### config.mk
export PLATFORM = sky130hd
export DESIGN_NAME = i2c_eeprom_master
export DESIGN_NICKNAME = d
export VERILOG_FILES = /design/src/hdl/i2cee_pkg.sv /design/src/hdl/i2cee_ram.sv /design/src/hdl/i2cee_skid.sv /design/src/hdl/i2cee_core.sv /design/src/hdl/i2c_eeprom_master.sv
export SDC_FILE = /design/constraint.sdc
export NUM_CORES = 1
export LEC_CHECK = 0
export CORE_ASPECT_RATIO = 1.75
export CORE_UTILIZATION = 50
export CTS_CLUSTER_DIAMETER = 40
export CTS_CLUSTER_SIZE = 25
export DETAILED_ROUTE_END_ITERATION = 8
export DONT_BUFFER_PORTS = 1
export PLACE_DENSITY = 0.69
export SLEW_MARGIN = 20
export SYNTH_ARGS = -nofsm -noshare
export SYNTH_HDL_FRONTEND = slang
export SYNTH_SLANG_ARGS = --single-unit
### constraint.sdc
create_clock -name clk -period 5.1 [get_ports clk]
set_input_delay 0.255 -clock clk [delete_from_list [all_inputs] [get_ports clk]]
set_output_delay 0.255 -clock clk [all_outputs]
set_load 0.01 [all_outputs]
### src/hdl/i2cee_pkg.sv
// ----------------------------------------------------------------------------
// i2cee_pkg: shared types and constants
// Request codes, bus phases, register indexes and payload structs of the
// EEPROM I2C master.
// ----------------------------------------------------------------------------
package i2cee_pkg;

  localparam int MAX_BYTES = 64;
  localparam int BUF_AW    = $clog2(MAX_BYTES);
  localparam int LEN_W     = 7;
  localparam int TPQ_W     = 10;
  localparam int ATT_W     = 4;
  localparam int WAIT_W    = 24;
  localparam int CFG_IW    = 2;
  localparam int CFG_DW    = 24;

  localparam logic [LEN_W-1:0] MAX_LEN = LEN_W'(MAX_BYTES);

  localparam logic [1:0] REQ_TICK  = 2'd0;
  localparam logic [1:0] REQ_START = 2'd1;
  localparam logic [1:0] REQ_LOAD  = 2'd2;

  localparam logic [CFG_IW-1:0] CFG_TPQ      = 2'd0;
  localparam logic [CFG_IW-1:0] CFG_ATTEMPTS = 2'd1;
  localparam logic [CFG_IW-1:0] CFG_WWAIT    = 2'd2;

  typedef enum logic [3:0] {
    PH_IDLE,
    PH_START,
    PH_TX_CTRL,
    PH_TX_AH,
    PH_TX_AL,
    PH_TX_DATA,
    PH_RSTART,
    PH_TX_RCTRL,
    PH_RX,
    PH_STOP,
    PH_WAIT
  } phase_t;

  typedef struct packed {
    logic [1:0]       req_type;
    logic [7:0]       dev_control;
    logic [15:0]      mem_addr;
    logic             rw;
    logic [LEN_W-1:0] length;
    logic [7:0]       wdata;
    logic             sda_in;
  } in_item_t;

  typedef struct packed {
    logic       scl_level;
    logic       sda_pull_low;
    logic       bus_enabled;
    logic [7:0] read_byte;
    logic       read_valid;
    logic       read_last;
    logic       busy_res;
    logic       done_res;
    logic       failed;
  } out_item_t;

  typedef struct packed {
    logic              we;
    logic [BUF_AW-1:0] addr;
    logic [7:0]        data;
  } buf_wr_t;

endpackage

### src/hdl/i2cee_ram.sv
// ----------------------------------------------------------------------------
// i2cee_ram: generic single-port-write RAM
// One write port, one read port with registered read data.
// ----------------------------------------------------------------------------
module i2cee_ram #(
  parameter int WIDTH = 8,
  parameter int DEPTH = 64
) (
  input  logic                     clk,
  input  logic                     we,
  input  logic [$clog2(DEPTH)-1:0] waddr,
  input  logic [WIDTH-1:0]         wdata,
  input  logic [$clog2(DEPTH)-1:0] raddr,
  output logic [WIDTH-1:0]         rdata
);

  logic [WIDTH-1:0] mem [DEPTH];

  always_ff @(posedge clk) begin
    if (we) begin
      mem[waddr] <= wdata;
    end
    rdata <= mem[raddr];
  end

endmodule

### src/hdl/i2cee_skid.sv
// ----------------------------------------------------------------------------
// i2cee_skid: result register with skid stage
// Holds results for the receiver; the skid entry takes one more request
// while the output register is stalled.
// ----------------------------------------------------------------------------
module i2cee_skid (
  input  logic                clk,
  input  logic                rst,
  input  logic                push,
  input  i2cee_pkg::out_item_t push_item,
  output logic                full,
  output logic                out_valid,
  input  logic                out_stall,
  output i2cee_pkg::out_item_t out_item
);
  import i2cee_pkg::*;

  logic      skid_valid;
  out_item_t skid_item;
  logic      take;
  logic      load_out;

  assign take     = out_valid && !out_stall;
  assign load_out = !out_valid || take;
  assign full     = skid_valid;

  always_ff @(posedge clk) begin
    if (rst) begin
      out_valid  <= 1'b0;
      skid_valid <= 1'b0;
    end else begin
      if (load_out) begin
        out_valid <= skid_valid || push;
      end
      if (skid_valid && load_out) begin
        skid_valid <= 1'b0;
      end else if (push && !load_out) begin
        skid_valid <= 1'b1;
      end
    end
  end

  always_ff @(posedge clk) begin
    if (load_out) begin
      out_item <= skid_valid ? skid_item : push_item;
    end
    if (push && !load_out) begin
      skid_item <= push_item;
    end
  end

endmodule

### src/hdl/i2cee_core.sv
// ----------------------------------------------------------------------------
// i2cee_core: bus sequencer and bit timer
// Holds the request, times the quarter bits, shifts bytes on and off the
// bus and forms one result per request taken.
// ----------------------------------------------------------------------------
module i2cee_core (
  input  logic                          clk,
  input  logic                          rst,
  input  logic                          step,
  input  i2cee_pkg::in_item_t           item,
  input  logic                          cfg_we,
  input  logic [i2cee_pkg::CFG_IW-1:0]  cfg_index,
  input  logic [i2cee_pkg::CFG_DW-1:0]  cfg_wdata,
  output i2cee_pkg::out_item_t          res,
  output i2cee_pkg::buf_wr_t            buf_wr,
  output logic [i2cee_pkg::BUF_AW-1:0]  buf_raddr,
  input  logic [7:0]                    buf_rdata
);
  import i2cee_pkg::*;

  // configuration
  logic [TPQ_W-1:0]  tpq;
  logic [ATT_W-1:0]  max_att;
  logic [WAIT_W-1:0] wwait;

  // sequencer state
  phase_t            phase, phase_next;
  logic [TPQ_W-1:0]  qcnt, qcnt_next;
  logic [1:0]        qidx, qidx_next;
  logic [3:0]        bit_count, bit_count_next;
  logic [LEN_W-1:0]  byte_index, byte_index_next;
  logic [ATT_W-1:0]  attempts_left, attempts_left_next;
  logic [7:0]        shift_reg, shift_reg_next;
  logic [WAIT_W-1:0] wait_count, wait_count_next;
  logic [7:0]        held_control, held_control_next;
  logic [15:0]       held_address, held_address_next;
  logic              held_rw, held_rw_next;
  logic [LEN_W-1:0]  held_len, held_len_next;

  logic              is_tx;
  logic              q_high;
  logic [TPQ_W-1:0]  tpq_eff;
  logic [WAIT_W-1:0] wc_inc;
  logic [LEN_W-1:0]  bi_inc;
  logic [7:0]        rx_shift;
  logic [LEN_W-1:0]  req_len;
  logic [LEN_W-1:0]  rd_addr_full;

  always_ff @(posedge clk) begin
    if (rst) begin
      tpq     <= TPQ_W'(4);
      max_att <= ATT_W'(10);
      wwait   <= WAIT_W'(50000);
    end else if (cfg_we) begin
      case (cfg_index)
        CFG_TPQ:      tpq     <= cfg_wdata[TPQ_W-1:0];
        CFG_ATTEMPTS: max_att <= cfg_wdata[ATT_W-1:0];
        CFG_WWAIT:    wwait   <= cfg_wdata[WAIT_W-1:0];
        default:      ;
      endcase
    end
  end

  assign is_tx   = (phase == PH_TX_CTRL) || (phase == PH_TX_AH) || (phase == PH_TX_AL) ||
                   (phase == PH_TX_DATA) || (phase == PH_TX_RCTRL);
  assign q_high  = (qidx == 2'd1) || (qidx == 2'd2);
  assign tpq_eff = (tpq == '0) ? TPQ_W'(1) : tpq;
  assign wc_inc  = wait_count + WAIT_W'(1);
  assign bi_inc  = byte_index + LEN_W'(1);
  assign rx_shift = {shift_reg[6:0], item.sda_in};

  // prefetch the buffer entry that the next data byte will need
  assign rd_addr_full = (phase == PH_TX_DATA) ? bi_inc : '0;
  assign buf_raddr    = rd_addr_full[BUF_AW-1:0];

  always_comb begin
    // pins show the levels held before this request
    res = '0;
    res.scl_level   = 1'b1;
    res.bus_enabled = 1'b1;
    case (phase)
      PH_IDLE, PH_WAIT: res.bus_enabled = 1'b0;
      PH_START, PH_RSTART: begin
        res.scl_level    = q_high;
        res.sda_pull_low = qidx[1];
      end
      PH_STOP: begin
        res.scl_level    = (qidx != 2'd0);
        res.sda_pull_low = !qidx[1];
      end
      PH_RX: begin
        res.scl_level    = q_high;
        res.sda_pull_low = (bit_count == 4'd8) && ({1'b0, byte_index} + 8'd1 < {1'b0, held_len});
      end
      PH_TX_CTRL, PH_TX_AH, PH_TX_AL, PH_TX_DATA, PH_TX_RCTRL: begin
        res.scl_level    = q_high;
        res.sda_pull_low = (bit_count < 4'd8) && !shift_reg[7];
      end
      default: res.bus_enabled = 1'b0;
    endcase

    phase_next         = phase;
    qcnt_next          = qcnt;
    qidx_next          = qidx;
    bit_count_next     = bit_count;
    byte_index_next    = byte_index;
    attempts_left_next = attempts_left;
    shift_reg_next     = shift_reg;
    wait_count_next    = wait_count;
    held_control_next  = held_control;
    held_address_next  = held_address;
    held_rw_next       = held_rw;
    held_len_next      = held_len;
    buf_wr.we          = 1'b0;
    buf_wr.addr        = byte_index[BUF_AW-1:0];
    buf_wr.data        = item.wdata;
    req_len            = '0;

    case (item.req_type)
      REQ_TICK: begin
        if (phase == PH_WAIT) begin
          wait_count_next = wc_inc;
          if (wc_inc >= wwait) begin
            res.done_res    = 1'b1;
            res.failed      = (attempts_left == '0);
            phase_next      = PH_IDLE;
            byte_index_next = '0;
          end
        end else if (phase != PH_IDLE) begin
          if ({1'b0, qcnt} + (TPQ_W+1)'(1) < {1'b0, tpq_eff}) begin
            qcnt_next = qcnt + TPQ_W'(1);
          end else begin
            qcnt_next = '0;
            if (qidx == 2'd2) begin
              // sample SDA with SCL high
              if (is_tx && bit_count == 4'd8) begin
                shift_reg_next = {7'd0, item.sda_in};
              end else if (phase == PH_RX && bit_count < 4'd8) begin
                shift_reg_next = rx_shift;
                if (bit_count == 4'd7) begin
                  res.read_valid = 1'b1;
                  res.read_byte  = rx_shift;
                  res.read_last  = ({1'b0, byte_index} + 8'd1 >= {1'b0, held_len});
                end
              end
            end
            if (qidx == 2'd3) begin
              qidx_next = 2'd0;
              // end of a bus bit
              if (phase == PH_START) begin
                phase_next     = PH_TX_CTRL;
                shift_reg_next = held_control & 8'hFE;
                bit_count_next = '0;
              end else if (phase == PH_RSTART) begin
                phase_next     = PH_TX_RCTRL;
                shift_reg_next = held_control | 8'h01;
                bit_count_next = '0;
              end else if (is_tx) begin
                if (bit_count < 4'd8) begin
                  shift_reg_next = {shift_reg[6:0], 1'b0};
                  bit_count_next = bit_count + 4'd1;
                end else if (shift_reg[0]) begin
                  // NACK: retry from START or give up
                  attempts_left_next = (attempts_left != '0) ? attempts_left - ATT_W'(1) : '0;
                  byte_index_next    = '0;
                  bit_count_next     = '0;
                  phase_next         = (attempts_left_next == '0) ? PH_STOP : PH_START;
                end else begin
                  bit_count_next = '0;
                  case (phase)
                    PH_TX_CTRL: begin
                      phase_next     = PH_TX_AH;
                      shift_reg_next = held_address[15:8];
                    end
                    PH_TX_AH: begin
                      phase_next     = PH_TX_AL;
                      shift_reg_next = held_address[7:0];
                    end
                    PH_TX_AL: begin
                      byte_index_next = '0;
                      if (!held_rw) begin
                        phase_next = PH_RSTART;
                      end else if (held_len == '0) begin
                        phase_next = PH_STOP;
                      end else begin
                        phase_next     = PH_TX_DATA;
                        shift_reg_next = buf_rdata;
                      end
                    end
                    PH_TX_DATA: begin
                      byte_index_next = bi_inc;
                      if (bi_inc >= held_len) begin
                        phase_next = PH_STOP;
                      end else begin
                        shift_reg_next = buf_rdata;
                      end
                    end
                    default: begin
                      phase_next      = PH_RX;
                      byte_index_next = '0;
                      shift_reg_next  = '0;
                    end
                  endcase
                end
              end else if (phase == PH_RX) begin
                if (bit_count < 4'd8) begin
                  bit_count_next = bit_count + 4'd1;
                end else begin
                  byte_index_next = bi_inc;
                  bit_count_next  = '0;
                  shift_reg_next  = '0;
                  if (bi_inc >= held_len) begin
                    phase_next = PH_STOP;
                  end
                end
              end else if (phase == PH_STOP) begin
                if (held_rw && wwait != '0) begin
                  phase_next      = PH_WAIT;
                  wait_count_next = '0;
                end else begin
                  res.done_res    = 1'b1;
                  res.failed      = (attempts_left == '0);
                  phase_next      = PH_IDLE;
                  byte_index_next = '0;
                end
              end
            end else begin
              qidx_next = qidx + 2'd1;
            end
          end
        end
      end
      REQ_START: begin
        if (phase == PH_IDLE) begin
          req_len = (item.length > MAX_LEN) ? MAX_LEN : item.length;
          if (req_len == '0 && !item.rw) begin
            req_len = LEN_W'(1);
          end
          held_control_next  = item.dev_control;
          held_address_next  = item.mem_addr;
          held_rw_next       = item.rw;
          held_len_next      = req_len;
          attempts_left_next = (max_att == '0) ? ATT_W'(1) : max_att;
          phase_next         = PH_START;
          qcnt_next          = '0;
          qidx_next          = '0;
          bit_count_next     = '0;
          byte_index_next    = '0;
          shift_reg_next     = '0;
          wait_count_next    = '0;
        end
      end
      REQ_LOAD: begin
        if (phase == PH_IDLE && byte_index < MAX_LEN) begin
          buf_wr.we       = step;
          byte_index_next = bi_inc;
        end
      end
      default: ;
    endcase

    res.busy_res = (phase_next != PH_IDLE);
  end

  always_ff @(posedge clk) begin
    if (rst) begin
      phase         <= PH_IDLE;
      qcnt          <= '0;
      qidx          <= '0;
      bit_count     <= '0;
      byte_index    <= '0;
      attempts_left <= '0;
      shift_reg     <= '0;
      wait_count    <= '0;
      held_control  <= '0;
      held_address  <= '0;
      held_rw       <= 1'b0;
      held_len      <= '0;
    end else if (step) begin
      phase         <= phase_next;
      qcnt          <= qcnt_next;
      qidx          <= qidx_next;
      bit_count     <= bit_count_next;
      byte_index    <= byte_index_next;
      attempts_left <= attempts_left_next;
      shift_reg     <= shift_reg_next;
      wait_count    <= wait_count_next;
      held_control  <= held_control_next;
      held_address  <= held_address_next;
      held_rw       <= held_rw_next;
      held_len      <= held_len_next;
    end
  end

  a_rx_only: assert property (@(posedge clk) disable iff (rst)
    step && res.read_valid |-> phase == PH_RX)
    else $error("byte received outside the read phase");

  a_done_idle: assert property (@(posedge clk) disable iff (rst)
    step && res.done_res |=> phase == PH_IDLE)
    else $error("request done but sequencer not idle");

  a_load_idle: assert property (@(posedge clk) disable iff (rst)
    buf_wr.we |-> phase == PH_IDLE && byte_index < MAX_LEN)
    else $error("buffer written while busy or full");

  a_index_range: assert property (@(posedge clk) disable iff (rst)
    byte_index <= MAX_LEN)
    else $error("byte index beyond buffer");

  a_attempts_live: assert property (@(posedge clk) disable iff (rst)
    (phase == PH_START || is_tx) |-> attempts_left != '0)
    else $error("transfer running with no attempts left");

endmodule

### src/hdl/i2c_eeprom_master.sv
// ----------------------------------------------------------------------------
// i2c_eeprom_master: I2C master for 16-bit addressed EEPROMs
// Random read and random write transactions, driven by bus tick requests.
// ----------------------------------------------------------------------------
// Usage:
//   in_item carries one request: a bus tick (with the sampled SDA level),
//   a start request (control byte, address, direction, length) or a write
//   byte load. Load the write bytes first, then start, then feed ticks.
//   Every request taken yields exactly one out_item with the pin levels held
//   before it, any received byte, and busy/done/failed status.
//   A request is taken on each clock where in_valid is high and in_stall is
//   low; one request per clock is sustained while out_stall is low. Results
//   are registered in the result register, or in the skid entry while the
//   output is stalled. The two absorb a receiver stall: in_stall rises once
//   both hold a result, and nothing is lost or reordered.
//   The write buffer RAM is prefetched so a data byte is ready when the ACK
//   bit before it ends. Registers are written through cfg_we/cfg_index/cfg_wdata while
//   idle, which the user must keep to; the block does not enforce it. Reset returns the
//   sequencer to idle with the bus released, an empty buffer count and the default register values.
// ----------------------------------------------------------------------------
module i2c_eeprom_master (
  input  logic                          clk,
  input  logic                          rst,
  input  logic                          in_valid,
  output logic                          in_stall,
  input  i2cee_pkg::in_item_t           in_item,
  output logic                          out_valid,
  input  logic                          out_stall,
  output i2cee_pkg::out_item_t          out_item,
  input  logic                          cfg_we,
  input  logic [i2cee_pkg::CFG_IW-1:0]  cfg_index,
  input  logic [i2cee_pkg::CFG_DW-1:0]  cfg_wdata
);
  import i2cee_pkg::*;

  logic              step;
  out_item_t         res;
  buf_wr_t           buf_wr;
  logic [BUF_AW-1:0] buf_raddr;
  logic [7:0]        buf_rdata;

  assign step = in_valid && !in_stall;

  i2cee_core u_core (
    .clk       (clk),
    .rst       (rst),
    .step      (step),
    .item      (in_item),
    .cfg_we    (cfg_we),
    .cfg_index (cfg_index),
    .cfg_wdata (cfg_wdata),
    .res       (res),
    .buf_wr    (buf_wr),
    .buf_raddr (buf_raddr),
    .buf_rdata (buf_rdata)
  );

  i2cee_ram #(
    .WIDTH (8),
    .DEPTH (MAX_BYTES)
  ) u_wbuf (
    .clk   (clk),
    .we    (buf_wr.we),
    .waddr (buf_wr.addr),
    .wdata (buf_wr.data),
    .raddr (buf_raddr),
    .rdata (buf_rdata)
  );

  i2cee_skid u_skid (
    .clk       (clk),
    .rst       (rst),
    .push      (step),
    .push_item (res),
    .full      (in_stall),
    .out_valid (out_valid),
    .out_stall (out_stall),
    .out_item  (out_item)
  );

endmodule
# [Word level (Yosys, flattened, before mapping)]
# Memories as Yosys holds them, arrays and structs flattened. A register that Yosys moved wholly into a read port is not among the register bits.
# Index checks and enable logic that the tools add are counted.
[classes] n_addsub=8 n_lt_le_gt_ge=8 n_eq_ne=46 muxes=137 reduce_logical=56
[op_table] operator="$mux 24" n=11
[op_table] operator="$mux 4" n=41
[op_table] operator="$mux 8" n=18
[op_table] operator="$mux 10" n=13
[op_table] operator="$mux 7" n=18
[op_table] operator="$pmux 24 s2" n=1
[op_table] operator="$mux 2" n=17
[op_table] operator="$pmux 8 s4" n=1
[op_table] operator="$add 24x1->24 const B" n=1
[op_table] operator="$ge 24x24->1" n=1
[op_table] operator="$pmux 4 s2" n=3
[op_table] operator="$reduce_and 12->1" n=2
[op_table] operator="$reduce_bool 24->1" n=1
[op_table] operator="$pmux 7 s3" n=1
[op_table] operator="$eq 4x3->1 const B" n=5
[op_table] operator="$pmux 10 s2" n=1
[op_table] operator="$eq 4x4->1 const B" n=4
[op_table] operator="$logic_not 4->1" n=4
[op_table] operator="$mux 16" n=1
[op_table] operator="$pmux 4 s4" n=1
[op_table] operator="$pmux 8 s2" n=1
[op_table] operator="$reduce_and 15->1" n=1
[op_table] operator="$logic_not 7->1" n=2
[op_table] operator="$pmux 7 s2" n=1
[op_table] operator="other kinds (48)" n=105
[totals] ff_bits=167 ramBits=512 inputBits=74 out_inout_bits=18 word_cells=291 mem_count=1
[memory_table] name="u_wbuf.mem" words=64 word_bits=8 rd=1 rd_clocked_by_memory_dff=1 write_ports=1 line="i2cee_ram.sv:17" rtl="logic [WIDTH-1:0] mem [DEPTH];"

# [Longest topological paths before layout]
[logic_depth] word_depth=21 ltp_mapped=15 depth_no_buf=14

# [Hierarchy]
# A second synthesis with hierarchy kept.
[hier_totals] cells_unflattened=2176 area_unflattened_um2=30012.5
[by_module_without_submodules] mod="i2cee_ram" n_inst=1 cells_per_inst=972 area_each_um2=20190.6 seq_area_each_um2=15534.9
[by_module_without_submodules] mod="i2cee_core" n_inst=1 cells_per_inst=1146 area_each_um2=8538.2 seq_area_each_um2=2642.5
[by_module_without_submodules] mod="i2cee_skid" n_inst=1 cells_per_inst=57 area_each_um2=1270.0 seq_area_each_um2=1001.0
[by_module_without_submodules] mod="i2c_eeprom_master" n_inst=1 cells_per_inst=1 area_each_um2=13.8 seq_area_each_um2=0.0

# [Worst setup path after synthesis]
# OpenSTA, ideal clock, no wires.
[synth_path] path_type="register -> register" from="register u_core.wait_count[2]" to="register u_skid.out_item[1] (netlist name)" setup_ns=0.260 arrival_time_ns=3.262 required_time_ns=4.840 setup_slack_ns=1.578 stages_incl_launch_ff=15 path_buffers=1 synth_period_minus_slack_ns=3.522 cell_sequence="dfxtp_1 -> and3_1 -> and4_1 -> and4_1 -> clkbuf_1 -> nand3_1 -> nor3_1 -> xor2_1 -> ha_1 -> a21o_1 -> a211oi_1 -> nand4b_1 -> o21bai_1 -> nor3_2 -> mux2_2"
[synth_rtl] item="from (decl)" line="i2cee_core.sv:34" rtl="logic [WAIT_W-1:0] wait_count, wait_count_next;"
[synth_rtl] item="from (signal assigned)" line="i2cee_core.sv:287" rtl="wait_count <= wait_count_next;"

# [Worst setup path after layout]
[layout_path] from="register u_core.wait_count[2]" to="register u_skid.out_item[2] (netlist name)"
[layout_via] elab_chain_len=7
[layout_lines] item="$add 24x1->24" line="i2cee_core.sv:68" rtl="assign wc_inc = wait_count + WAIT_W'(1);"
[layout_lines] item="$ge 24x24->1" line="i2cee_core.sv:123" rtl="if (wc_inc >= wwait) begin"
[layout_lines] item="$mux 4" line="i2cee_core.sv:123"
[layout_lines] item="$mux 4" line="i2cee_core.sv:121" rtl="if (phase == PH_WAIT) begin"
[layout_lines] item="$pmux 4 s2" line="i2cee_core.sv:119" rtl="case (item.req_type)"
[layout_lines] item="$reduce_bool 4->1" line="i2cee_core.sv:262" rtl="res.busy_res = (phase_next != PH_IDLE);"
[layout_lines] item="$mux 16" line="i2cee_skid.sv:45" rtl="out_item <= skid_valid ? skid_item : push_item;"
# No other way between the ends.
# A chain may end at the register's enable or synchronous reset.

==> out/metrics.cfg <==
[power_and_ir_drop]
power_density_nw_per_um2 = 336.1
leakage_nw = 11.15
ir_drop_mv = 0.2699

[die]
io_pins = 92
core_area_sq_um = 59500
die-area_sq_um = 61470
die_h_um = 327.2
start_util = 0.5079
die_w_um = 187.9
rows = 118

[logic_synthesis]
async_flop_share = 0
synth_top_family_by_area = compound AO/OA/AOI/OAI gates
synth_nets = 2642
synth-simple-area-share = 0.1231
synth_warnings = 0
synth_enable_flop_cells = 544
synth_area_leader_cell = edfxtp_1
synth.top_cells.by_area = edfxtp_1, dfxtp_1, a211oi_1
muxShareOfSynthArea = 0.02517
yosysUniqueCellTypes = 98
syn-cell-area_sq_um = 30220
yosysSeqAreaShare = 0.6346
syn_inst = 2516
netlist.area_leader.share = 0.5405
ys_ff_latch = 686
ys.flop_type = edfxtp_1
avgSynthCellArea_sq_um = 12.01
yosys.area_share.xor_xnor = 0.01097
synth-compound-area-share = 0.1497
synth_fa_ha_area_frac = 0.02153

[grt]
use_met3 = 0.03503
grt_pass1_wl_um = 124000
grt.busiest_layer = met2
grt-ovfl-total = 0
grt_pass1_vias = 21297
use_met1 = 0.2820
grtUsageMet2 = 0.4822
track_usage = 0.2636
grt_max_degree = 105
antenna_found_initial = 1

[final_layout]
layout_commonest_cell = edfxtp_1
top_register = u_wbuf.mem
drive_above_1_share = 0.09203
largestRegisters = u_wbuf.mem (512), u_core.wait_count (24), u_core.wwait (24)
syn2layout_area_growth_pct = 12.24
nets = 2663
largest_register_ff_count = 512
mostFrequentLayoutCells = edfxtp_1, nand2_1, nor2_1, a211oi_1, dfxtp_1
diodes = 0
nFillCells = 4758

[critical_path]
setup.worst_path.class = reg -> reg
cp-end-kind = register
arrival_ns = 4.60
cp-start-kind = register
crit_required_ns = 5.44
crit_path_max_fanout = 6
setup.worst_path.start = u_core.wait_count[2]
rr_startpoint = u_core.wait_count[2]

[placement]
dpl.hpwl_um = 53780
port-buffer-count = 0
place_congestion = 0.9356

[sta]
skew_ns = 0.04080
min_period_over_period = 0.8361
finalSetupViolCount = 0
fmax_mhz = 234.5
maxSlewHeadroom = 0.2326
slew_violations = 0
hold_slack_ns = 0.03721
rsz0062_at_grt = no
worst_slew_pin_slew_ns = 1.122
final_hold_viol_count = 0
finalCriticalPeriod_ns = 4.264
tns_ns = 0

[cts]
numCtsBuffers = 58
cts_tree = yes
clockBufferDepth = 3
htreeDepth = 2
insertion_delay_ns = 0.66
cts_sinks = 686
path_clk_slew_ns = 0.07
cts_resized = 0
cts_root_buffer = clkbuf_16

[drt]
drt_iter0_drc = 1795
ant_nets = 0
dr.pass1.iters = 8
vias = 21270
post_drt_wl_per_cell_um = 24.16
drc = 0
vias_per_cell = 6.319
totalWireLength_um = 81340

[worst_hold_path]
hold_class = in -> reg
hp-start = rst

[flow_run]
maxCapViolations = 0

[run_status]
status = finished clean

-- layer usage --
layer / vias to the layer above / share of wire
met4: 2 / 0.072
met5: - / 0.00016
met3: 273 / 0.056
met2: 922 / 0.52
li1: 9723 / -
met1: 10350 / 0.35
-- critical path, cell delays in order, from the launching register on --
cell	delay (ns)
dfxtp_1	0.43
and3_1	0.24
and4_1	0.28
and4_1	0.30
nand3_1	0.24
nor2_1	0.19
xor2_1	0.25
ha_1	0.20
nand2_1	0.09
nor4_1	0.35
o21ai_0	0.16
nand4b_1	0.27
o21bai_1	0.24
a2111oi_0	0.55
a32oi_1	0.17
-- cells by family after synthesis --
group	count (synthesis)
AOI/OAI and AO/OA	649
xor gates and xnor gates	37
adders and majority gates	52
buffers and inverters	236
DFF	686
muxes	73
and+or+nand+nor	783
-- final timing paths --
check,endpoint,slack [ns],cells after the start
worst min register to register,u_core.held_address[3],0.45,2
worst min-delay path,u_core.attempts_left[3],0.04,2
worst max-delay path,u_skid.out_item[2],0.84,14
worst max register to register,u_skid.out_item[2],0.84,14
-- synthesized netlist by cell type, drive strengths merged (8+ instances only) --
cell type	n
mux2	24
nor4	25
a22oi	12
nor2	181
and2	16
a311oi	12
and3	57
buf	85
o221ai	13
nor3	69
ha	52
inv	65
xnor2	18
nand2b	8
a22o	23
o211ai	23
mux2i	49
nand3b	14
a32o	8
nand3	69
a2111oi	13
or3	9
a21oi	117
xor2	19
a31oi	42
clkbuf	85
edfxtp	544
o21ai	43
o311ai	8
o22ai	112
o21a	8
nand2	290
a211oi	157
dfxtp	142
-- where the power goes --
group / switching (W) / leakage, nW / internal (W) / total, W
clock network: 0.00231 / 1.03 / 0.00250 / 0.00481
logic: 0.000334 / 4.05 / 0.000163 / 0.000497
registers: 0.0000328 / 6.07 / 0.00606 / 0.00609
-- what timing repair did --
| item | 4_1_cts | 5_1_grt |
|---|---|---|
| buffers inserted | 0 | 0 |
| hold buffers | 76 | 0 |
| hold endpoints to repair | 640 | 0 |
| endpoints found under the setup margin | 0 | 0 |
-- stage by stage --
step | total power (W) | cell area (sq um) | util | setup slack (ns) | instances
floorplan | 0.006469 | 30220 | - | 1.578 | 2516
global placement | 0.006548 | 30890 | 0.5191 | 0.9700 | 3181
detailed placement | 0.006557 | 30890 | 0.5191 | 0.8813 | 3181
CTS | 0.01146 | 33910 | 0.5699 | 0.8974 | 3366
global route | 0.01169 | 33920 | 0.5701 | 0.5573 | 3366
finish | 0.01140 | 33920 | 0.5701 | 0.8361 | 3366
-- final cells by class --
cell class / count / area (sq um) / share of cell area
Sequential cell: 686 / 19180 / 0.5654
Inverter: 66 / 247.7 / 0.007303
Tap cell: 780 / 975.9 / 0.02877
Clock buffer: 63 / 1513 / 0.04459
Clock inverter: 46 / 588.1 / 0.01734
Multi-Input combinational cell: 1594 / 10040 / 0.2959
Timing Repair Buffer: 131 / 1381 / 0.04072
Power figures use the tool's default switching activity.
